==> config.mk <==
export PLATFORM = sky130hd
export DESIGN_NAME = multicast_hash_filter_builder_core
export DESIGN_NICKNAME = d
export VERILOG_FILES = /design/src/mhfb_pkg.sv /design/src/mhfb_hash.sv /design/src/multicast_hash_filter_builder_core.sv
export SDC_FILE = /design/constraint.sdc
export NUM_CORES = 1
export LEC_CHECK = 0
export BUFFER_PORTS_ARGS = -buffer_cell sky130_fd_sc_hd__buf_2
export CAP_MARGIN = 15
export CORE_ASPECT_RATIO = 1.1
export CORE_MARGIN = 5
export CORE_UTILIZATION = 40
export CTS_CLUSTER_DIAMETER = 100
export DETAILED_ROUTE_END_ITERATION = 7
export GPL_ROUTABILITY_DRIVEN = 0
export SYNTH_ARGS = -nofsm -noshare
export SYNTH_HDL_FRONTEND = slang
export SYNTH_SLANG_ARGS = --single-unit
==> constraint.sdc <==
create_clock -name clock -period 6.68 [get_ports clock]
set_clock_uncertainty 0.1 [all_clocks]
set_input_delay 0.668 -clock clock [delete_from_list [all_inputs] [get_ports clock]]
set_output_delay 0.668 -clock clock [all_outputs]
set_load 0.005 [all_outputs]
==> src/mhfb_pkg.sv <==
// Package for the multicast hash filter builder.
// Holds the request and response payload types, register indexes and CRC constants.
// No dependencies.
package mhfb_pkg;

   localparam int unsigned MAC_WIDTH        = 48;
   localparam int unsigned WORD_WIDTH       = 32;
   localparam int unsigned TABLE_WIDTH      = 64;
   localparam int unsigned HASH_INDEX_WIDTH = 6;
   localparam int unsigned CRC_WIDTH        = 32;
   localparam int unsigned CSR_INDEX_WIDTH  = 1;
   localparam int unsigned CSR_DATA_WIDTH   = 1;

   localparam logic [CRC_WIDTH-1:0] CRC_POLY = 32'h04C1_1DB7;
   localparam logic [CRC_WIDTH-1:0] CRC_INIT = 32'hFFFF_FFFF;

   // Configuration register indexes.
   localparam logic [CSR_INDEX_WIDTH-1:0] CSR_PROMISCUOUS_ENABLE   = 1'b0;
   localparam logic [CSR_INDEX_WIDTH-1:0] CSR_ALL_MULTICAST_ENABLE = 1'b1;

   typedef struct packed {
      logic [MAC_WIDTH-1:0] mac_address;
      logic                 carries_address;
      logic                 last_address;
   } req_payload_type;

   typedef struct packed {
      logic [WORD_WIDTH-1:0] hash_low_word;
      logic [WORD_WIDTH-1:0] hash_high_word;
      logic                  pass_all_multicast;
      logic                  promiscuous_on;
   } rsp_payload_type;

   typedef struct packed {
      logic                        is_multicast;
      logic [HASH_INDEX_WIDTH-1:0] hash_index;
   } hash_result_type;

endpackage

==> src/mhfb_hash.sv <==
// Ethernet CRC-32 hash of one MAC address, reduced to a 6-bit filter index.
// Depends on mhfb_pkg.
module mhfb_hash (
   input  logic [mhfb_pkg::MAC_WIDTH-1:0] mac_address,
   output mhfb_pkg::hash_result_type      hash_result
);

   logic [mhfb_pkg::CRC_WIDTH-1:0] crc;
   logic                           feedback;

   // The bytes go in from byte 0 upward, each LSB first, which is simply the
   // address bits in ascending order. The unrolled shifts form an XOR network.
   always_comb begin
      crc      = mhfb_pkg::CRC_INIT;
      feedback = 1'b0;
      for (int i = 0; i < mhfb_pkg::MAC_WIDTH; i++) begin
         feedback = crc[mhfb_pkg::CRC_WIDTH-1] ^ mac_address[i];
         crc      = {crc[mhfb_pkg::CRC_WIDTH-2:0], 1'b0} ^
                    (feedback ? mhfb_pkg::CRC_POLY : '0);
      end
   end

   assign hash_result.is_multicast = mac_address[0];
   assign hash_result.hash_index   =
      crc[mhfb_pkg::CRC_WIDTH-1 -: mhfb_pkg::HASH_INDEX_WIDTH];

endmodule

==> src/multicast_hash_filter_builder_core.sv <==
// Multicast hash filter builder, top level.
// Depends on mhfb_pkg and mhfb_hash.
//
// Usage: addresses of one multicast list arrive as requests on the req_
// channel, one 48-bit address per request; a request with carries_address low
// is an empty entry. The request with last_address high closes the list and
// produces one response on the rsp_ channel with the 64-bit filter, split in
// two words, plus the pass-all and promiscuous flags. Other requests give no
// response. When pass_all_multicast is set the filter words read zero and the
// filter is not meant to be written. The csr_ port sets the promiscuous and
// all-multicast modes; change them only while no list is in flight.
// Timing: a request is captured in an input register and folded into the
// filter from there; a last request loads the result register that drives
// the response. One request per cycle is accepted while no last request
// waits on a stalled response; the rate is set by the combinational CRC and
// table update between input and result registers.
// A stalled response holds its register while non-last requests keep flowing;
// a second last request waits in the input register until the response goes.
// Reset (synchronous) clears the modes, the filter, the address count and
// both handshakes; the filter and count also clear after every response.
module multicast_hash_filter_builder_core #(
   parameter int unsigned MAX_HASHED_ADDRESSES = 64
) (
   input  logic                                    clock,
   input  logic                                    reset,
   input  logic                                    req_valid,
   output logic                                    req_ready,
   input  mhfb_pkg::req_payload_type               req_payload,
   output logic                                    rsp_valid,
   input  logic                                    rsp_ready,
   output mhfb_pkg::rsp_payload_type               rsp_payload,
   input  logic                                    csr_write_enable,
   input  logic [mhfb_pkg::CSR_INDEX_WIDTH-1:0]    csr_index,
   input  logic [mhfb_pkg::CSR_DATA_WIDTH-1:0]     csr_write_data
);

   localparam int unsigned CountWidth = $clog2(MAX_HASHED_ADDRESSES + 2);
   localparam logic [CountWidth-1:0] CountLimit = CountWidth'(MAX_HASHED_ADDRESSES + 1);
   localparam logic [CountWidth-1:0] CountMax   = CountWidth'(MAX_HASHED_ADDRESSES);

   logic                                  promiscuous_ff;
   logic                                  all_multicast_ff;
   logic                                  stage_valid_ff, stage_valid_in;
   mhfb_pkg::req_payload_type             stage_payload_ff;
   logic [mhfb_pkg::TABLE_WIDTH-1:0]      hash_table_ff, hash_table_in;
   logic [CountWidth-1:0]                 address_count_ff, address_count_in;
   logic                                  rsp_valid_ff, rsp_valid_in;
   mhfb_pkg::rsp_payload_type             rsp_payload_ff, rsp_payload_in;

   mhfb_pkg::hash_result_type             hash_result;
   logic                                  stage_fire;
   logic                                  rsp_load;
   logic [mhfb_pkg::TABLE_WIDTH-1:0]      table_updated;
   logic [CountWidth-1:0]                 count_updated;
   logic                                  pass_all;

   mhfb_hash u_hash (
      .mac_address (stage_payload_ff.mac_address),
      .hash_result (hash_result)
   );

   // A non-last request never needs the response register, so it moves on
   // even while a response is stalled.
   assign stage_fire = stage_valid_ff &&
                       (!stage_payload_ff.last_address || !rsp_valid_ff || rsp_ready);
   assign rsp_load   = stage_fire && stage_payload_ff.last_address;
   assign req_ready  = !stage_valid_ff || stage_fire;

   always_comb begin
      table_updated = hash_table_ff;
      count_updated = address_count_ff;
      if (stage_payload_ff.carries_address) begin
         if (address_count_ff < CountLimit) begin
            count_updated = address_count_ff + CountWidth'(1);
         end
         if (hash_result.is_multicast) begin
            table_updated[hash_result.hash_index] = 1'b1;
         end
      end
      pass_all = promiscuous_ff || all_multicast_ff || (count_updated > CountMax);

      rsp_payload_in.pass_all_multicast = pass_all;
      rsp_payload_in.promiscuous_on     = promiscuous_ff;
      rsp_payload_in.hash_low_word      =
         pass_all ? '0 : table_updated[mhfb_pkg::WORD_WIDTH-1:0];
      rsp_payload_in.hash_high_word     =
         pass_all ? '0 : table_updated[mhfb_pkg::TABLE_WIDTH-1:mhfb_pkg::WORD_WIDTH];

      hash_table_in    = hash_table_ff;
      address_count_in = address_count_ff;
      if (stage_fire) begin
         hash_table_in    = stage_payload_ff.last_address ? '0 : table_updated;
         address_count_in = stage_payload_ff.last_address ? '0 : count_updated;
      end

      stage_valid_in = req_ready ? req_valid : stage_valid_ff;

      rsp_valid_in = rsp_valid_ff;
      if (rsp_load) begin
         rsp_valid_in = 1'b1;
      end else if (rsp_ready) begin
         rsp_valid_in = 1'b0;
      end
   end

   always_ff @(posedge clock) begin
      if (reset) begin
         promiscuous_ff   <= 1'b0;
         all_multicast_ff <= 1'b0;
         stage_valid_ff   <= 1'b0;
         hash_table_ff    <= '0;
         address_count_ff <= '0;
         rsp_valid_ff     <= 1'b0;
      end else begin
         if (csr_write_enable) begin
            case (csr_index)
               mhfb_pkg::CSR_PROMISCUOUS_ENABLE: begin
                  promiscuous_ff <= csr_write_data[0];
               end
               mhfb_pkg::CSR_ALL_MULTICAST_ENABLE: begin
                  all_multicast_ff <= csr_write_data[0];
               end
               default: begin
               end
            endcase
         end
         stage_valid_ff   <= stage_valid_in;
         hash_table_ff    <= hash_table_in;
         address_count_ff <= address_count_in;
         rsp_valid_ff     <= rsp_valid_in;
      end
   end

   always_ff @(posedge clock) begin
      if (req_valid && req_ready) begin
         stage_payload_ff <= req_payload;
      end
      if (rsp_load) begin
         rsp_payload_ff <= rsp_payload_in;
      end
   end

   assign rsp_valid   = rsp_valid_ff;
   assign rsp_payload = rsp_payload_ff;

   // The filter and count must be empty right after a response is produced.
   assert property (@(posedge clock) disable iff (reset)
      rsp_load |=> (hash_table_ff == '0) && (address_count_ff == '0))
      else $error("filter state not cleared after response");

   // The count saturates one above the hashing limit.
   assert property (@(posedge clock) disable iff (reset)
      address_count_ff <= CountLimit)
      else $error("address count beyond saturation");

   // A pass-all response never carries filter bits.
   assert property (@(posedge clock) disable iff (reset)
      rsp_valid && rsp_payload.pass_all_multicast |->
         (rsp_payload.hash_low_word == '0) && (rsp_payload.hash_high_word == '0))
      else $error("pass-all response with nonzero filter");

   // Promiscuous mode always implies pass-all.
   assert property (@(posedge clock) disable iff (reset)
      rsp_valid && rsp_payload.promiscuous_on |-> rsp_payload.pass_all_multicast)
      else $error("promiscuous response without pass-all");

   // A stalled response must not be overwritten by a later list.
   assert property (@(posedge clock) disable iff (reset)
      rsp_valid_ff && !rsp_ready |-> !rsp_load)
      else $error("response overwritten while stalled");

endmodule

Word level (Yosys, flattened, before mapping):

Index checks and enable logic that the tools add are counted.

* add/subtract/negate cells: 1
* $lt $le $gt $ge: 4
* mux-type cells: 58
* bitwise gates (word level): 97
* reductions and logical operators: 15

Operators with widths (count)
* $xor 32x32->32: 47
* $mux 27: 48
* $mux 64: 3
* $or 64x64->64: 1
* $xor 1x1->1: 47
* $not 31->31: 1
* $mux 7: 3
* $add 7x1->7 const B: 1
* $gt 7x7->1 const B: 1
* $lt 6x7->1 const B: 1
* $lt 7x7->1 const B: 1
* $demux 1 s6: 1
* $ge 6x1->1 const B: 1
* $logic_or 1x1->1: 5
* $logic_and 1x1->1: 4
* $reduce_and 2->1: 2
* $logic_not 1->1: 3
* $mux 1: 3
* $reduce_bool 2->1: 1
* $not 1->1: 1

* flip-flop bits (word level): 191
* output and inout bits: 68
* logic and storage cells: 188

Depth between registers and ports, before layout:

* depth after elaboration: 151
* depth in mapped cells: 11
* mapped depth without buffers: 9

Hierarchy:

From an unflattened synthesis, not the netlist that was laid out.

* cell total of the unflattened synthesis: 783
* area, all modules: 9516.6 um^2

By module, submodules not included
* multicast_hash_filter_builder_core: times used 1, cells each 589, area each 7269.5 um^2
* mhfb_hash: times used 1, cells each 194, area each 2247.2 um^2

Worst setup path after synthesis:

No wires, ideal clock.

* path kind: flip-flop to flip-flop
* from: reg stage_payload_ff[6] (netlist name)
* to: reg rsp_payload_ff, in the netlist rsp_payload[50] (data pin)
* arrival time: 3769 ps
* path slack: 2663 ps
* cell stages (with the launch flop): 12
* buffers on the path: 2
* period minus slack after synthesis: 4017 ps
* cell sequence: edfxtp_1 -> buf_4 -> xor3_2 -> xnor3_1 -> xnor3_1 -> xnor3_1 -> xnor3_1 -> xnor3_4 -> xnor2_2 -> or3_1 -> buf_2 -> o21ai_1

* cells in the longest elaborated chain, start to end: 67

Ends and longest elaborated chain
* start: declaration: RTL line multicast_hash_filter_builder_core.sv:44 `mhfb_pkg::req_payload_type stage_payload_ff;`
* start signal: assignment: RTL line multicast_hash_filter_builder_core.sv:136 `stage_payload_ff <= req_payload;`
* $xor 1x1->1 (*): RTL line mhfb_hash.sv:17 `feedback = crc[mhfb_pkg::CRC_WIDTH-1] ^ mac_address[i];`
* $mux 27 (*): RTL line mhfb_hash.sv:19 `(feedback ? mhfb_pkg::CRC_POLY : '0);`
* $xor 32x32->32 (*) (6 in a row): RTL line mhfb_hash.sv:18 `crc = {crc[mhfb_pkg::CRC_WIDTH-2:0], 1'b0} ^`
* $xor 1x1->1: RTL line mhfb_hash.sv:17
* $mux 27: RTL line mhfb_hash.sv:19
* $xor 32x32->32 (*) (6 in a row): RTL line mhfb_hash.sv:18
* $xor 1x1->1: RTL line mhfb_hash.sv:17
* $mux 27: RTL line mhfb_hash.sv:19
* [... 40 more ...]
* $xor 32x32->32 (*) (2 in a row): RTL line mhfb_hash.sv:18
* $lt 6x7->1 (not written as such) or $ge 6x1->1 (tied branches): RTL line multicast_hash_filter_builder_core.sv:77 `table_updated[hash_result.hash_index] = 1'b1;`
* $logic_and 1x1->1 (not written as such): RTL line multicast_hash_filter_builder_core.sv:77
* $mux 1 (not written as such): RTL line multicast_hash_filter_builder_core.sv:77
* $demux 1 s6 (*): RTL line multicast_hash_filter_builder_core.sv:77
* $or 64x64->64 (no source line) (*)
* $mux 64 (*): RTL line multicast_hash_filter_builder_core.sv:76 `if (hash_result.is_multicast) begin`
* $mux 64 (*): RTL line multicast_hash_filter_builder_core.sv:72 `if (stage_payload_ff.carries_address) begin`
* end signal: assignment: RTL line multicast_hash_filter_builder_core.sv:139 `rsp_payload_ff <= rsp_payload_in;`
* end: declaration: RTL line multicast_hash_filter_builder_core.sv:48 `mhfb_pkg::rsp_payload_type rsp_payload_ff, rsp_payload_in;`

Every way passes the cells marked *; elsewhere a longest branch is shown, timed or not.
A chain may end at the register's enable or synchronous reset.

Final worst setup path:

* from: reg stage_payload_ff[2] (netlist name)
* to: reg rsp_payload_ff, in the netlist rsp_payload[34] (data pin)

* cells in the longest elaborated chain, start to end: 70

Ends and longest elaborated chain (RTL line)
* $mux 27: mhfb_hash.sv:19
* $not 31->31 (no source line)
* $xor 32x32->32 (5 in a row): mhfb_hash.sv:18
* $xor 1x1->1 or $xor 32x32->32 (tied branches): mhfb_hash.sv:17, mhfb_hash.sv:18
* $mux 27 or $xor 32x32->32 (tied branches): mhfb_hash.sv:19, mhfb_hash.sv:18
* $xor 32x32->32: mhfb_hash.sv:18
* $xor 32x32->32 or $xor 1x1->1 (tied branches): mhfb_hash.sv:18, mhfb_hash.sv:17
* $xor 32x32->32 (tied with other cells): mhfb_hash.sv:18
* [... 49 more ...]
* $xor 32x32->32 (2 in a row): mhfb_hash.sv:18
* $lt 6x7->1 (not written as such) or $ge 6x1->1 (tied branches): multicast_hash_filter_builder_core.sv:77
* $logic_and 1x1->1 (not written as such): multicast_hash_filter_builder_core.sv:77
* $mux 1 (not written as such): multicast_hash_filter_builder_core.sv:77
* $demux 1 s6: multicast_hash_filter_builder_core.sv:77
* $or 64x64->64 (no source line)
* $mux 64 (*): multicast_hash_filter_builder_core.sv:76
* $mux 64 (*): multicast_hash_filter_builder_core.sv:72

Marks and branches as above.

==> flow_metrics.tcl <==
set metrics [dict create \
    status "finished clean" \
    clock-sinks 191 \
    finalHoldViolations 0 \
    crit_chain "xnor3_1 -> xnor2_1 -> xnor3_1 -> xnor3_1 -> xor2_1 -> xnor3_4 -> mux2i_2 -> buf_4 -> a32o_1" \
    nFillCells 2228 \
    crit_family "XOR/XNOR gates" \
    end_kind "register" \
    finalCritPeriodShare_pct 77.0 \
    wl_per_cell_um 19.7 \
    cts_resized 0 \
    arrival_ns 5.34 \
    synthArstFlopShare_pct 0 \
    fp.coreArea_mm2 0.0245 \
    diodes 0 \
    clk_latency_ns 0.43 \
    whs_ns 0.306 \
    cp-start-kind "register" \
    cts_setup_buffers 0 \
    start_util_pct 40.7 \
    crit_required_ns 6.88 \
    synth_cell_types 45 \
    dp_hpwl_um 15600 \
    die-area_mm2 0.0281 \
    drt_iter0_drc 439 \
    worst_slack_ns 1.54 \
    slew_viol_final 0 \
    synthesis.area_mm2 0.00995 \
    overflow 0 \
    antenna_found_initial 0 \
    worst_pin_slew_ns 0.987 \
    num_vias 6058 \
    grt_pass1_wl_um 35500 \
    synth-seq-cells 191 \
    crit_top_cell "xnor3_1" \
    crit_slowest_cell "mux2i_2" \
    synthesis.nets 782 \
    layout.nets 889 \
    cts_hold_buf 0 \
    root_buffer "clkbuf_16" \
    die_y_um 175 \
    row_count 60 \
    dp_slack_ns 1.53 \
    path_max_fanout 19 \
    path_class "register to register" \
    yosysWarnings 0 \
    via_per_inst 5.25 \
    netlist_instances 724 \
    clk_pin_slew_ns 0.07 \
    hp-class "input port to register" \
    cts_buffer_depth 2 \
    fin_tns_setup_ns 0 \
    ctsHtreeMaxLevel 4 \
    synth_edf_count 116 \
    finalNonFillerCells 1153 \
    reg2reg_depth 9 \
    fmax_ghz 0.194 \
    endpoint "rsp_payload[34]" \
    regToRegEndpoint "rsp_payload[34]" \
    drive_above_1_share_pct 22.7 \
    r2r_slack_ns 1.54 \
    grt_pass1_vias 6004 \
    max-slew-margin-rel_pct 32.9 \
    grt.total_usage_pct 16.2 \
    drt-total-wl_um 22700 \
    syn_avg_cell_area_um2 13.7 \
    dominantRegCellSynth "edfxtp_1" \
    rsz0062_at_grt "false" \
    max_stage_delay_ns 0.83 \
    layout_commonest_cell "buf_2" \
    die_w_um 160 \
    cp.depth 9 \
    dp.cells 1122 \
    mostFrequentLayoutCells "124 x buf_2, 116 x edfxtp_1, 77 x xnor2_1, 75 x dfxtp_1, 58 x xnor3_1" \
    cts_buffers 17 \
    portBuffers 124 \
    min_period_ns 5.14 \
    antenna_left 0 \
    cts_tree "yes" \
    io_pins 125 \
    seq_area_frac_synth_pct 50.1 \
    crit_start "stage_payload_ff[2]" \
    dr.pass1.iters 5 \
    critPathBufInv 1 \
    drc_errors 0 \
    grt_max_degree 71 \
    setup_viol 0 \
    areaGrowthSynthToFinish_pct 15.0 \
    drv_cap 0 \
    multi_input_area_mm2 0.00477 \
    ff_latch_area_mm2 0.00498 \
    rr_startpoint "stage_payload_ff[2]" \
]
[cell families (layout without fill, tap and decap cells)]
logic type / after synthesis / after routing / synth area share [%]
buffers and inverters: 50 / 169 / 2.38
XOR/XNOR: 190 / 190 / 28.3
flip-flops: 191 / 191 / 50.1
AND/OR/NAND/NOR: 136 / 136 / 7.10
multiplexers: 4 / 4 / 0.402
adder cells (fa/ha/maj): 1 / 1 / 0.126
AO/OA/AOI/OAI: 152 / 152 / 11.6
[area by class of cell]
class,count,area share (%)
flip-flops and latches,191,43.6
multi-input cells,483,41.7
repair buffers,135,6.15
clock buffers,18,3.84
well taps,310,3.39
clock inverters,13,1.31
inverters,3,0.0984
[worst min-delay path by stage]
stage	startpoint	endpoint	slack, ns	cells past startpoint
4_1_cts	req_payload[29]	stage_payload_ff[29]	0.29	1
3_5_place_dp	hash_table_ff[16]	hash_table_ff[16]	0.34	2
3_3_place_gp	hash_table_ff[25]	hash_table_ff[25]	0.33	2
2_1_floorplan	hash_table_ff[16]	hash_table_ff[16]	0.32	2
6_report	req_payload[22]	stage_payload_ff[22]	0.31	1
5_1_grt	req_payload[25]	stage_payload_ff[25]	0.28	1
[per-stage QoR]
| step | instance area [um2] | util [%] |
|---|---|---|
| 2_1_floorplan | 9950 | - |
| 3_3_place_gp | 10900 | 44.3 |
| 3_5_place_dp | 10900 | 44.3 |
| 4_1_cts | 11400 | 46.8 |
| 5_1_grt | 11400 | 46.8 |
| 6_report | 11400 | 46.8 |
[per-layer routing]
layer	up-vias	part of all wire [%]	track usage [%]	wire length, um
met1	2978	48	23.8	10800
met2	151	47	25.0	10600
met4	0	1.1	4.41	241
met5	-	0	0	0
li1	2916	-	-	-
met3	13	4.5	2.77	1020
[cell usage after synthesis (all sizes together) (2+ instances only)]
master    n  area (um2)
edfxtp  116        3480
xnor2    83         795
dfxtp    75        1500
xnor3    61        1380
nand2    56         210
o21ai    53         265
a32o     52         521
xor2     33         334
a22o     32         280
buf      27         150
clkbuf   20        75.1
nand3    18        90.1
nor2     17        66.3
xor3     13         310
a21oi    10        50.1
and3      7        43.8
nor3      5        25.0
and2      4        25.0
and4      4        35.0
and4b     4        40.0
mux2i     4        40.0
nand2b    4        25.0
nand3b    4        30.0
or3       4        25.0
inv       3        11.3
nor2b     3        18.8
a31oi     2        12.5
and3b     2        17.5
nor4      2        27.5
[flip-flops by register name, indices dropped and copies added (netlist names)]
signal / count
rsp_payload: 66
rsp_valid: 1
all_multicast_ff: 1
address_count_ff: 7
promiscuous_ff: 1
stage_valid_ff: 1
hash_table_ff: 64
stage_payload_ff: 50
[worst register-to-register path: stages, from the launching register on]
cell	delay [ns]
edfxtp_1	0.73
xnor3_1	0.55
xnor2_1	0.40
xnor3_1	0.56
xnor3_1	0.43
xor2_1	0.24
xnor3_4	0.65
mux2i_2	0.83
buf_4	0.34
a32o_1	0.19
Power is not shown: default switching activity piles up to over one toggle a cycle in this logic, so the estimate is an artifact.
